`config.mk`:
```
export PLATFORM = sky130hd
export DESIGN_NAME = epoch_to_utc_calendar_top
export DESIGN_NICKNAME = d
export VERILOG_FILES = /design/src/hw/rtl/etu_pkg.sv /design/src/hw/rtl/epoch_to_utc_calendar_top.sv
export SDC_FILE = /design/constraint.sdc
export NUM_CORES = 2
export LEC_CHECK = 0
export ABC_AREA = 1
export BUFFER_PORTS_ARGS = -buffer_cell sky130_fd_sc_hd__buf_4
export CORE_ASPECT_RATIO = 2
export CORE_UTILIZATION = 45
export CTS_BUF_LIST = sky130_fd_sc_hd__clkbuf_8
export CTS_CLUSTER_DIAMETER = 80
export DETAILED_ROUTE_END_ITERATION = 10
export HOLD_SLACK_MARGIN = 0.02
export PLACE_DENSITY = 0.63
export SLEW_MARGIN = 0
export SYNTH_ARGS = -nofsm -noshare
export SYNTH_HDL_FRONTEND = slang
export SYNTH_SLANG_ARGS = --single-unit
export TNS_END_PERCENT = 5
```
`constraint.sdc`:
```
create_clock -name i_clk -period 8.82 [get_ports i_clk]
set_clock_uncertainty 0.2 [all_clocks]
set_input_delay 1.764 -clock i_clk [delete_from_list [all_inputs] [get_ports i_clk]]
set_output_delay 1.764 -clock i_clk [all_outputs]
set_load 0.02 [all_outputs]
```
`src/hw/rtl/etu_pkg.sv`:
```
// Package: constants, types and helpers for the epoch to UTC calendar block.
package etu_pkg;

    localparam logic [31:0] MS_PER_SEC    = 32'd1000;
    localparam logic [31:0] SECS_PER_DAY  = 32'd86400;
    localparam logic [31:0] SECS_PER_HOUR = 32'd3600;
    localparam logic [31:0] SECS_PER_MIN  = 32'd60;
    // floor(x / d) = (x * RECIP) >> SH, exact over the operand range noted
    localparam logic [31:0] RECIP_MS      = 32'd274877907;  // d 1000, x < 2^32
    localparam logic [31:0] RECIP_DAY     = 32'd50903317;   // d 675, x < 2^25
    localparam logic [31:0] RECIP_HOUR    = 32'd9321;       // d 225, x < 2^13
    localparam logic [31:0] RECIP_MIN     = 32'd1093;       // d 15, x < 2^10
    localparam int          SH_MS         = 38;
    localparam int          SH_DAY        = 35;
    localparam int          SH_HOUR       = 21;
    localparam int          SH_MIN        = 14;
    localparam logic [15:0] DAYS_TO_2000  = 16'd10957;
    localparam logic [15:0] DAYS_LEAP     = 16'd366;
    localparam logic [15:0] DAYS_COMMON   = 16'd365;
    localparam logic [15:0] DAYS_QUAD     = 16'd1461;
    localparam logic [11:0] YEAR_1970     = 12'd1970;
    localparam logic [11:0] YEAR_2000     = 12'd2000;
    localparam logic [11:0] YEAR_2100     = 12'd2100;

    typedef enum logic {
        CFG_EPOCH_BASE = 1'b0,
        CFG_MILLIS_MARK = 1'b1
    } t_cfg_idx;

    typedef enum logic [3:0] {
        S_IDLE,
        S_MSQ,
        S_MSR,
        S_DAY,
        S_TOD,
        S_HOUR,
        S_HREM,
        S_MIN,
        S_SEC,
        S_YINIT,
        S_YEAR,
        S_MONTH,
        S_DONE
    } t_state;

    // Years 1970..2106 only: 2100 is the one century year in range that is not leap.
    function automatic logic is_leap(input logic [11:0] y);
        return (y[1:0] == 2'b00) && (y != YEAR_2100);
    endfunction

    function automatic logic [4:0] month_len(input logic [3:0] m, input logic leap);
        logic [4:0] d;
        unique case (m)
            4'd0, 4'd2, 4'd4, 4'd6, 4'd7, 4'd9, 4'd11: d = 5'd31;
            4'd3, 4'd5, 4'd8, 4'd10:                   d = 5'd30;
            4'd1:                                      d = leap ? 5'd29 : 5'd28;
            default:                                   d = 5'd31;
        endcase
        return d;
    endfunction

endpackage

```
`src/hw/rtl/epoch_to_utc_calendar_top.sv`:
```
// Top level: millisecond count to UTC calendar fields or relative seconds.
// Unsynced path: quotient, remainder and done states after accept.
// Synced path: the multiply states S_MSQ through S_SEC, the year setup state,
// the year loop, the month loop and the done state.
// One shared 32x32 multiplier does every divide by reciprocal; o_busy stays high
// through the o_valid cycle, so one word at a time. Sync active-low reset clears
// the sequencer and both config registers.
module epoch_to_utc_calendar_top (
    input  logic        i_clk,
    input  logic        i_rst_n,
    input  logic        i_start,
    output logic        o_busy,
    input  logic [31:0] i_millis_now,
    input  logic        i_cfg_valid,
    output logic        o_cfg_ready,
    input  etu_pkg::t_cfg_idx i_cfg_index,
    input  logic [31:0] i_cfg_data,
    output logic        o_valid,
    output logic        o_synced,
    output logic [11:0] o_year,
    output logic [3:0]  o_month,
    output logic [4:0]  o_day,
    output logic [4:0]  o_hour,
    output logic [5:0]  o_minute,
    output logic [5:0]  o_second,
    output logic [22:0] o_rel_seconds,
    output logic [9:0]  o_rel_millis
);
    import etu_pkg::*;

    t_state      r_state, n_state;
    logic [31:0] r_base, r_mark;
    logic [31:0] r_x, n_x;
    logic [31:0] r_ma, n_ma;
    logic [31:0] r_mb, n_mb;
    logic [22:0] r_q, n_q;
    logic [9:0]  r_rem, n_rem;
    logic        r_synced, n_synced;
    logic [15:0] r_days, n_days;
    logic [11:0] r_year, n_year;
    logic [3:0]  r_mon, n_mon;
    logic [4:0]  r_hour, n_hour;
    logic [5:0]  r_min, n_min;
    logic [5:0]  r_sec, n_sec;

    logic [63:0] w_prod;
    logic [31:0] w_diff;
    logic [22:0] w_q_ms;
    logic [31:0] w_now;
    logic [15:0] w_q_day;
    logic [4:0]  w_q_hour;
    logic [5:0]  w_q_min;
    logic [31:0] w_first;
    logic        w_leap;
    logic [15:0] w_ylen, w_qlen, w_dim;
    logic        w_quad, w_ystep, w_mstep;

    // shared multiplier, quotient taps and remainder
    always_comb begin
        w_prod   = {32'd0, r_ma} * {32'd0, r_mb};
        w_diff   = r_x - w_prod[31:0];
        w_q_ms   = w_prod[SH_MS +: 23];
        w_now    = r_base + {9'd0, w_q_ms};
        w_q_day  = w_prod[SH_DAY +: 16];
        w_q_hour = w_prod[SH_HOUR +: 5];
        w_q_min  = w_prod[SH_MIN +: 6];
        w_first  = (r_base != 32'd0) ? i_millis_now - r_mark : i_millis_now;
    end

    // year and month step conditions
    always_comb begin
        w_leap  = is_leap(r_year);
        w_ylen  = w_leap ? DAYS_LEAP : DAYS_COMMON;
        w_qlen  = (r_year == YEAR_2100) ? DAYS_QUAD - 16'd1 : DAYS_QUAD;
        w_quad  = (r_year[1:0] == 2'b00) && (r_days >= w_qlen);
        w_ystep = r_days >= w_ylen;
        w_dim   = {11'd0, month_len(r_mon, w_leap)};
        w_mstep = (r_days >= w_dim) && (r_mon < 4'd11);
    end

    always_comb begin
        n_state = r_state;
        unique case (r_state)
            S_IDLE:  if (i_start) n_state = S_MSQ;
            S_MSQ:   n_state = r_synced ? S_DAY : S_MSR;
            S_MSR:   n_state = S_DONE;
            S_DAY:   n_state = S_TOD;
            S_TOD:   n_state = S_HOUR;
            S_HOUR:  n_state = S_HREM;
            S_HREM:  n_state = S_MIN;
            S_MIN:   n_state = S_SEC;
            S_SEC:   n_state = S_YINIT;
            S_YINIT: n_state = S_YEAR;
            S_YEAR:  if (!w_quad && !w_ystep) n_state = S_MONTH;
            S_MONTH: if (!w_mstep) n_state = S_DONE;
            S_DONE:  n_state = S_IDLE;
            default: n_state = S_IDLE;
        endcase
    end

    always_comb begin
        n_x      = r_x;
        n_ma     = r_ma;
        n_mb     = r_mb;
        n_q      = r_q;
        n_rem    = r_rem;
        n_synced = r_synced;
        n_days   = r_days;
        n_year   = r_year;
        n_mon    = r_mon;
        n_hour   = r_hour;
        n_min    = r_min;
        n_sec    = r_sec;
        unique case (r_state)
            S_IDLE: begin
                if (i_start) begin
                    n_synced = (r_base != 32'd0);
                    n_x      = w_first;
                    n_ma     = w_first;
                    n_mb     = RECIP_MS;
                end
            end
            S_MSQ: begin
                n_q = w_q_ms;
                if (r_synced) begin
                    // divide by 86400 as by 128 then by 675
                    n_x  = w_now;
                    n_ma = {7'd0, w_now[31:7]};
                    n_mb = RECIP_DAY;
                end else begin
                    n_ma = {9'd0, w_q_ms};
                    n_mb = MS_PER_SEC;
                end
            end
            S_MSR: n_rem = w_diff[9:0];
            S_DAY: begin
                n_days = w_q_day;
                n_ma   = {16'd0, w_q_day};
                n_mb   = SECS_PER_DAY;
            end
            S_TOD: begin
                n_x  = w_diff;
                n_ma = {19'd0, w_diff[16:4]};
                n_mb = RECIP_HOUR;
            end
            S_HOUR: begin
                n_hour = w_q_hour;
                n_ma   = {27'd0, w_q_hour};
                n_mb   = SECS_PER_HOUR;
            end
            S_HREM: begin
                n_x  = w_diff;
                n_ma = {22'd0, w_diff[11:2]};
                n_mb = RECIP_MIN;
            end
            S_MIN: begin
                n_min = w_q_min;
                n_ma  = {26'd0, w_q_min};
                n_mb  = SECS_PER_MIN;
            end
            S_SEC: n_sec = w_diff[5:0];
            S_YINIT: begin
                n_mon = 4'd0;
                if (r_days >= DAYS_TO_2000) begin
                    n_year = YEAR_2000;
                    n_days = r_days - DAYS_TO_2000;
                end else begin
                    n_year = YEAR_1970;
                end
            end
            S_YEAR: begin
                if (w_quad) begin
                    n_days = r_days - w_qlen;
                    n_year = r_year + 12'd4;
                end else if (w_ystep) begin
                    n_days = r_days - w_ylen;
                    n_year = r_year + 12'd1;
                end
            end
            S_MONTH: begin
                if (w_mstep) begin
                    n_days = r_days - w_dim;
                    n_mon  = r_mon + 4'd1;
                end
            end
            S_DONE: ;
            default: ;
        endcase
    end

    always_ff @(posedge i_clk) begin
        if (!i_rst_n) begin
            r_state <= S_IDLE;
            r_base  <= '0;
            r_mark  <= '0;
        end else begin
            r_state <= n_state;
            if (i_cfg_valid) begin
                unique case (i_cfg_index)
                    CFG_EPOCH_BASE:  r_base <= i_cfg_data;
                    CFG_MILLIS_MARK: r_mark <= i_cfg_data;
                    default: ;
                endcase
            end
        end
    end

    always_ff @(posedge i_clk) begin
        r_x      <= n_x;
        r_ma     <= n_ma;
        r_mb     <= n_mb;
        r_q      <= n_q;
        r_rem    <= n_rem;
        r_synced <= n_synced;
        r_days   <= n_days;
        r_year   <= n_year;
        r_mon    <= n_mon;
        r_hour   <= n_hour;
        r_min    <= n_min;
        r_sec    <= n_sec;
    end

    assign o_busy        = (r_state != S_IDLE);
    assign o_cfg_ready   = 1'b1;
    assign o_valid       = (r_state == S_DONE);
    assign o_synced      = r_synced;
    assign o_year        = r_synced ? r_year : '0;
    assign o_month       = r_synced ? r_mon + 4'd1 : '0;
    assign o_day         = r_synced ? r_days[4:0] + 5'd1 : '0;
    assign o_hour        = r_synced ? r_hour : '0;
    assign o_minute      = r_synced ? r_min : '0;
    assign o_second      = r_synced ? r_sec : '0;
    assign o_rel_seconds = r_synced ? '0 : r_q;
    assign o_rel_millis  = r_synced ? '0 : r_rem;

endmodule

```
==> flow_results.xml <==
<?xml version="1.0" encoding="UTF-8"?>
<metrics>
  <group name="timing">
    <metric name="final_hold_viol_count" unit="">0</metric>
    <metric name="post-route-worst-setup-slack" unit="ns">-0.2876</metric>
    <metric name="slew_headroom" unit="%">26.21</metric>
    <metric name="grt_setup_unrepaired" unit="">yes</metric>
    <metric name="timing.setup.tns" unit="ns">-3.786</metric>
    <metric name="setup-violations-final" unit="">30</metric>
    <metric name="finalCritPeriodShare" unit="%">103.3</metric>
    <metric name="maxClockFrequency" unit="MHz">109.8</metric>
    <metric name="post-route-min-period" unit="ns">9.108</metric>
    <metric name="max_slew.worst_pin.slew" unit="ns">1.095</metric>
    <metric name="final-max-slew-violation-count" unit="">0</metric>
  </group>
  <group name="drt">
    <metric name="detail_route.vias_per_cell" unit="">5.140</metric>
    <metric name="detailedRoute.firstIterationViolations" unit="">2351</metric>
    <metric name="postRouteWirelength" unit="µm">186400</metric>
    <metric name="drc" unit="">0</metric>
    <metric name="avgRoutedWirePerCell" unit="µm">22.35</metric>
    <metric name="drtPass1Iterations" unit="">6</metric>
    <metric name="num_vias" unit="">42860</metric>
    <metric name="antenna_left" unit="">0</metric>
  </group>
  <group name="setup_path">
    <metric name="worst_ep_arrival_time" unit="ns">9.23</metric>
    <metric name="critPathKind" unit="">reg2reg</metric>
    <metric name="worst_path_top_cell_family_by_delay" unit="">adder cells</metric>
    <metric name="reg2reg_slack" unit="ns">-0.29</metric>
    <metric name="startpoint_type" unit="">flip-flop</metric>
    <metric name="worst-r2r-cell-count" unit="">39</metric>
    <metric name="rr_startpoint" unit="">r_mb[22]</metric>
    <metric name="timing.critical_path.to_type" unit="">flip-flop</metric>
    <metric name="crit_required" unit="ns">8.94</metric>
    <metric name="critical_path_peak_fanout" unit="">7</metric>
    <metric name="critical_path_most_common_cell" unit="">sky130_fd_sc_hd__buf_4</metric>
    <metric name="critical_path.n_buffers_inverters" unit="">14</metric>
    <metric name="critPathMaxStageDelay" unit="ns">0.58</metric>
    <metric name="regToRegEndpoint" unit="">r_ma[12]</metric>
    <metric name="critical-path-slowest-cell" unit="">sky130_fd_sc_hd__fa_2</metric>
  </group>
  <group name="clock_network">
    <metric name="cts-htree-levels" unit="">2</metric>
    <metric name="clkSinkCount" unit="">216</metric>
    <metric name="cts_max_path_buffers" unit="">3</metric>
    <metric name="tritoncts.num_buffers" unit="">35</metric>
    <metric name="clock_tree_from_tritoncts" unit="">done</metric>
    <metric name="clock_latency" unit="ns">0.64</metric>
    <metric name="worst_setup_hold_path_clk_slew" unit="ns">0.06</metric>
    <metric name="root_buffer" unit="">sky130_fd_sc_hd__clkbuf_8</metric>
  </group>
  <group name="global_route">
    <metric name="grt_use_total" unit="%">37.38</metric>
    <metric name="grt_remaining_overflow" unit="">0</metric>
    <metric name="grt_pass1_wl" unit="µm">273700</metric>
    <metric name="vias_in_the_first_global_route" unit="">45740</metric>
    <metric name="antenna_found_initial" unit="">1</metric>
    <metric name="largest_net_degree_at_the_start_of_global_routing" unit="">68</metric>
  </group>
  <group name="synthesis">
    <metric name="synth.top_cell.area_share" unit="%">29.04</metric>
    <metric name="yosys_register_bits" unit="">216</metric>
    <metric name="synth_adder_area_share" unit="%">41.81</metric>
    <metric name="post_synth.cell_area_avg" unit="µm²">7.258</metric>
    <metric name="synthesized_instance_count" unit="">6222</metric>
    <metric name="synth.area.top_cells" unit="">sky130_fd_sc_hd__fa_1 29%, sky130_fd_sc_hd__inv_1 14%, sky130_fd_sc_hd__nand2_1 13%</metric>
    <metric name="synth-main-ff-cell" unit="">sky130_fd_sc_hd__edfxtp_1</metric>
    <metric name="synth_cell_type_count" unit="">56</metric>
    <metric name="yosys.area.top_type" unit="">sky130_fd_sc_hd__fa_1</metric>
    <metric name="synth_xor_area_share" unit="%">1.164</metric>
    <metric name="synth-compound-area-share" unit="%">5.153</metric>
    <metric name="main_combinational_cell_family_by_area_after_synthesis" unit="">adder cells</metric>
    <metric name="ys_warn_count" unit="">0</metric>
    <metric name="synth-edff-count" unit="">148</metric>
    <metric name="post_synth_and_or_nand_nor_area_fraction" unit="%">23.41</metric>
    <metric name="yosysSeqAreaShare" unit="%">12.86</metric>
    <metric name="synth-async-reset-ratio" unit="%">0</metric>
    <metric name="netlist_area" unit="µm²">45160</metric>
    <metric name="mappedNetlistNets" unit="">7407</metric>
    <metric name="muxShareOfSynthArea" unit="%">0</metric>
  </group>
  <group name="cells_and_area">
    <metric name="multiInputGateArea" unit="µm²">34210</metric>
    <metric name="drive_gt1_share" unit="%">20.03</metric>
    <metric name="seq_area" unit="µm²">5806</metric>
    <metric name="area_growth_syn_to_layout" unit="%">24.67</metric>
    <metric name="design.final.nets" unit="">8170</metric>
    <metric name="final.fill_count" unit="">9841</metric>
  </group>
  <group name="die">
    <metric name="die_h" unit="µm">450.0</metric>
    <metric name="initial_utilization" unit="%">45.28</metric>
    <metric name="total_die_area" unit="µm²">101700</metric>
    <metric name="row_count" unit="">164</metric>
    <metric name="dieWidth" unit="µm">226</metric>
    <metric name="num_io_pins" unit="">144</metric>
    <metric name="floorplan.core_area" unit="µm²">99730</metric>
  </group>
  <group name="job">
    <metric name="max_cap_viol_count" unit="">0</metric>
  </group>
  <group name="min_path">
    <metric name="hold_path_end" unit="">r_mark[22]</metric>
    <metric name="hold_path.startpoint" unit="">r_mark[22]</metric>
    <metric name="hold_path_depth" unit="">2</metric>
    <metric name="worstHoldPathType" unit="">reg2reg</metric>
  </group>
  <group name="place">
    <metric name="hpwlAfterDp" unit="µm">161300</metric>
    <metric name="i_o_buffers" unit="">142</metric>
    <metric name="routabilityCongestion" unit="">1.046</metric>
  </group>
  <group name="outcome">
    <metric name="violations" unit="">negative setup slack</metric>
    <metric name="status" unit="">finished with violations</metric>
  </group>
</metrics>
worst min-delay path, stage by stage, from the launching register on:
cell                      delay (ns)
sky130_fd_sc_hd__dfxtp_1        0.30
sky130_fd_sc_hd__inv_1          0.06
sky130_fd_sc_hd__a21oi_1        0.06
synthesized netlist by cell type (all sizes together) (5+ instances only):
| master | n |
|---|---|
| edfxtp | 148 |
| nor3 | 48 |
| ha | 461 |
| nand2 | 1596 |
| nor4 | 8 |
| a21o | 7 |
| nand3b | 26 |
| a21oi | 177 |
| or2 | 15 |
| buf | 40 |
| dfxtp | 68 |
| fa | 655 |
| o21ai | 171 |
| inv | 1656 |
| clkbuf | 144 |
| nand4 | 61 |
| o21a | 5 |
| o211ai | 19 |
| o21bai | 17 |
| nor2 | 451 |
| xnor2 | 18 |
| nand3 | 337 |
| xor2 | 42 |
| and2 | 19 |
timing repair:
action	4_1_cts	5_1_grt
buffers inserted	15	35
setup endpoints to repair	40	40
cloned	0	1
hold buffers	0	0
pin swaps	18	151
gates resized for setup	119	395
layout make-up:
cell class / count / area share, %
Tap cell: 1328 / 2.951
Clock inverter: 23 / 0.2467
Inverter: 1658 / 11.17
Multi-Input combinational cell: 4164 / 60.76
Clock buffer: 39 / 0.9534
Timing Repair Buffer: 910 / 13.61
Antenna cell: 1 / 0.004445
Sequential cell: 216 / 10.31
worst max-delay path by stage:
stage | cells after the start | to | from
floorplan | 41 | r_ma[13] | r_ma[28]
global placement | 43 | r_ma[9] | r_mb[22]
detailed placement | 43 | r_ma[9] | r_mb[22]
CTS | 45 | r_ma[12] | r_mb[22]
global route | 41 | r_ma[12] | r_mb[22]
finish | 39 | r_ma[12] | r_mb[22]
registers in the layout, summed over array words and instances (netlist names), 4 cells and up:
register	count
r_base	32
r_days	16
r_hour	5
r_ma	32
r_mark	32
r_mb	16
r_min	6
r_mon	4
r_q	23
r_rem	10
r_sec	6
r_state	4
r_x	17
r_year	12
cell families after synthesis:
family / Yosys count
AOI/OAI and AO/OA: 423
buffers and inverters: 1842
and+or+nand+nor: 2564
adders and majority gates: 1116
xor gates and xnor gates: 60
other: 1
DFF: 216
placed cells by master (no fill, tap or decap), types with 12 or more instances in the layout:
cell type                    Yosys  routed
sky130_fd_sc_hd__clkinvlp_4      0      14
sky130_fd_sc_hd__a21oi_2         0      20
sky130_fd_sc_hd__o21bai_1       16      12
sky130_fd_sc_hd__edfxtp_1      148     148
sky130_fd_sc_hd__o211ai_1       19      19
sky130_fd_sc_hd__nor2_1        435     382
sky130_fd_sc_hd__o21ai_0       155     146
sky130_fd_sc_hd__fa_1          655     630
sky130_fd_sc_hd__buf_6          10      24
sky130_fd_sc_hd__xor2_1         42      41
sky130_fd_sc_hd__nand2_4         2      29
sky130_fd_sc_hd__ha_1          461     416
sky130_fd_sc_hd__o21ai_1        14      19
sky130_fd_sc_hd__nor3_1         45      38
sky130_fd_sc_hd__xnor2_1        18      17
sky130_fd_sc_hd__dfxtp_1        68      68
sky130_fd_sc_hd__nand3_2         1      29
sky130_fd_sc_hd__nor2_4          3      28
sky130_fd_sc_hd__buf_4           5     827
sky130_fd_sc_hd__inv_1        1642    1595
sky130_fd_sc_hd__nor2_2         13      41
sky130_fd_sc_hd__nand3b_1       26      26
sky130_fd_sc_hd__nand3_1       336     304
sky130_fd_sc_hd__buf_12          0      57
sky130_fd_sc_hd__inv_2          11      46
sky130_fd_sc_hd__fa_2            0      25
sky130_fd_sc_hd__clkbuf_8        0      39
sky130_fd_sc_hd__ha_4            0      44
sky130_fd_sc_hd__nand4_1        61      61
sky130_fd_sc_hd__a21oi_1       177     148
sky130_fd_sc_hd__nand2_2         6      98
sky130_fd_sc_hd__nand2_1      1588    1467
routing by layer:
layer / up-vias / track usage [%] / routed length, µm
li1: 20120 / - / -
met5: - / 0 / 0
met4: 0 / 38.65 / 23510
met2: 1446 / 67.97 / 96760
met3: 701 / 4.080 / 8465
met1: 20590 / 34.81 / 57620
metrics by stage:
stage | setup WS (ns) | hold WS, ns | cells | utilization [%] | cell area [µm²]
floorplan | 0.4661 | 0.2331 | 6222 | - | 45160
global placement | -1.287 | 0.2448 | 8225 | 53.27 | 53120
detailed placement | -1.249 | 0.2527 | 8225 | 53.27 | 53120
CTS | -0.4093 | 0.2633 | 8302 | 54.54 | 54390
global route | -0.5333 | 0.2742 | 8339 | 56.46 | 56300
finish | -0.2876 | 0.2580 | 8339 | 56.46 | 56300
Power is not shown: default switching activity piles up to over one toggle a cycle in this logic, so the estimate is an artifact.
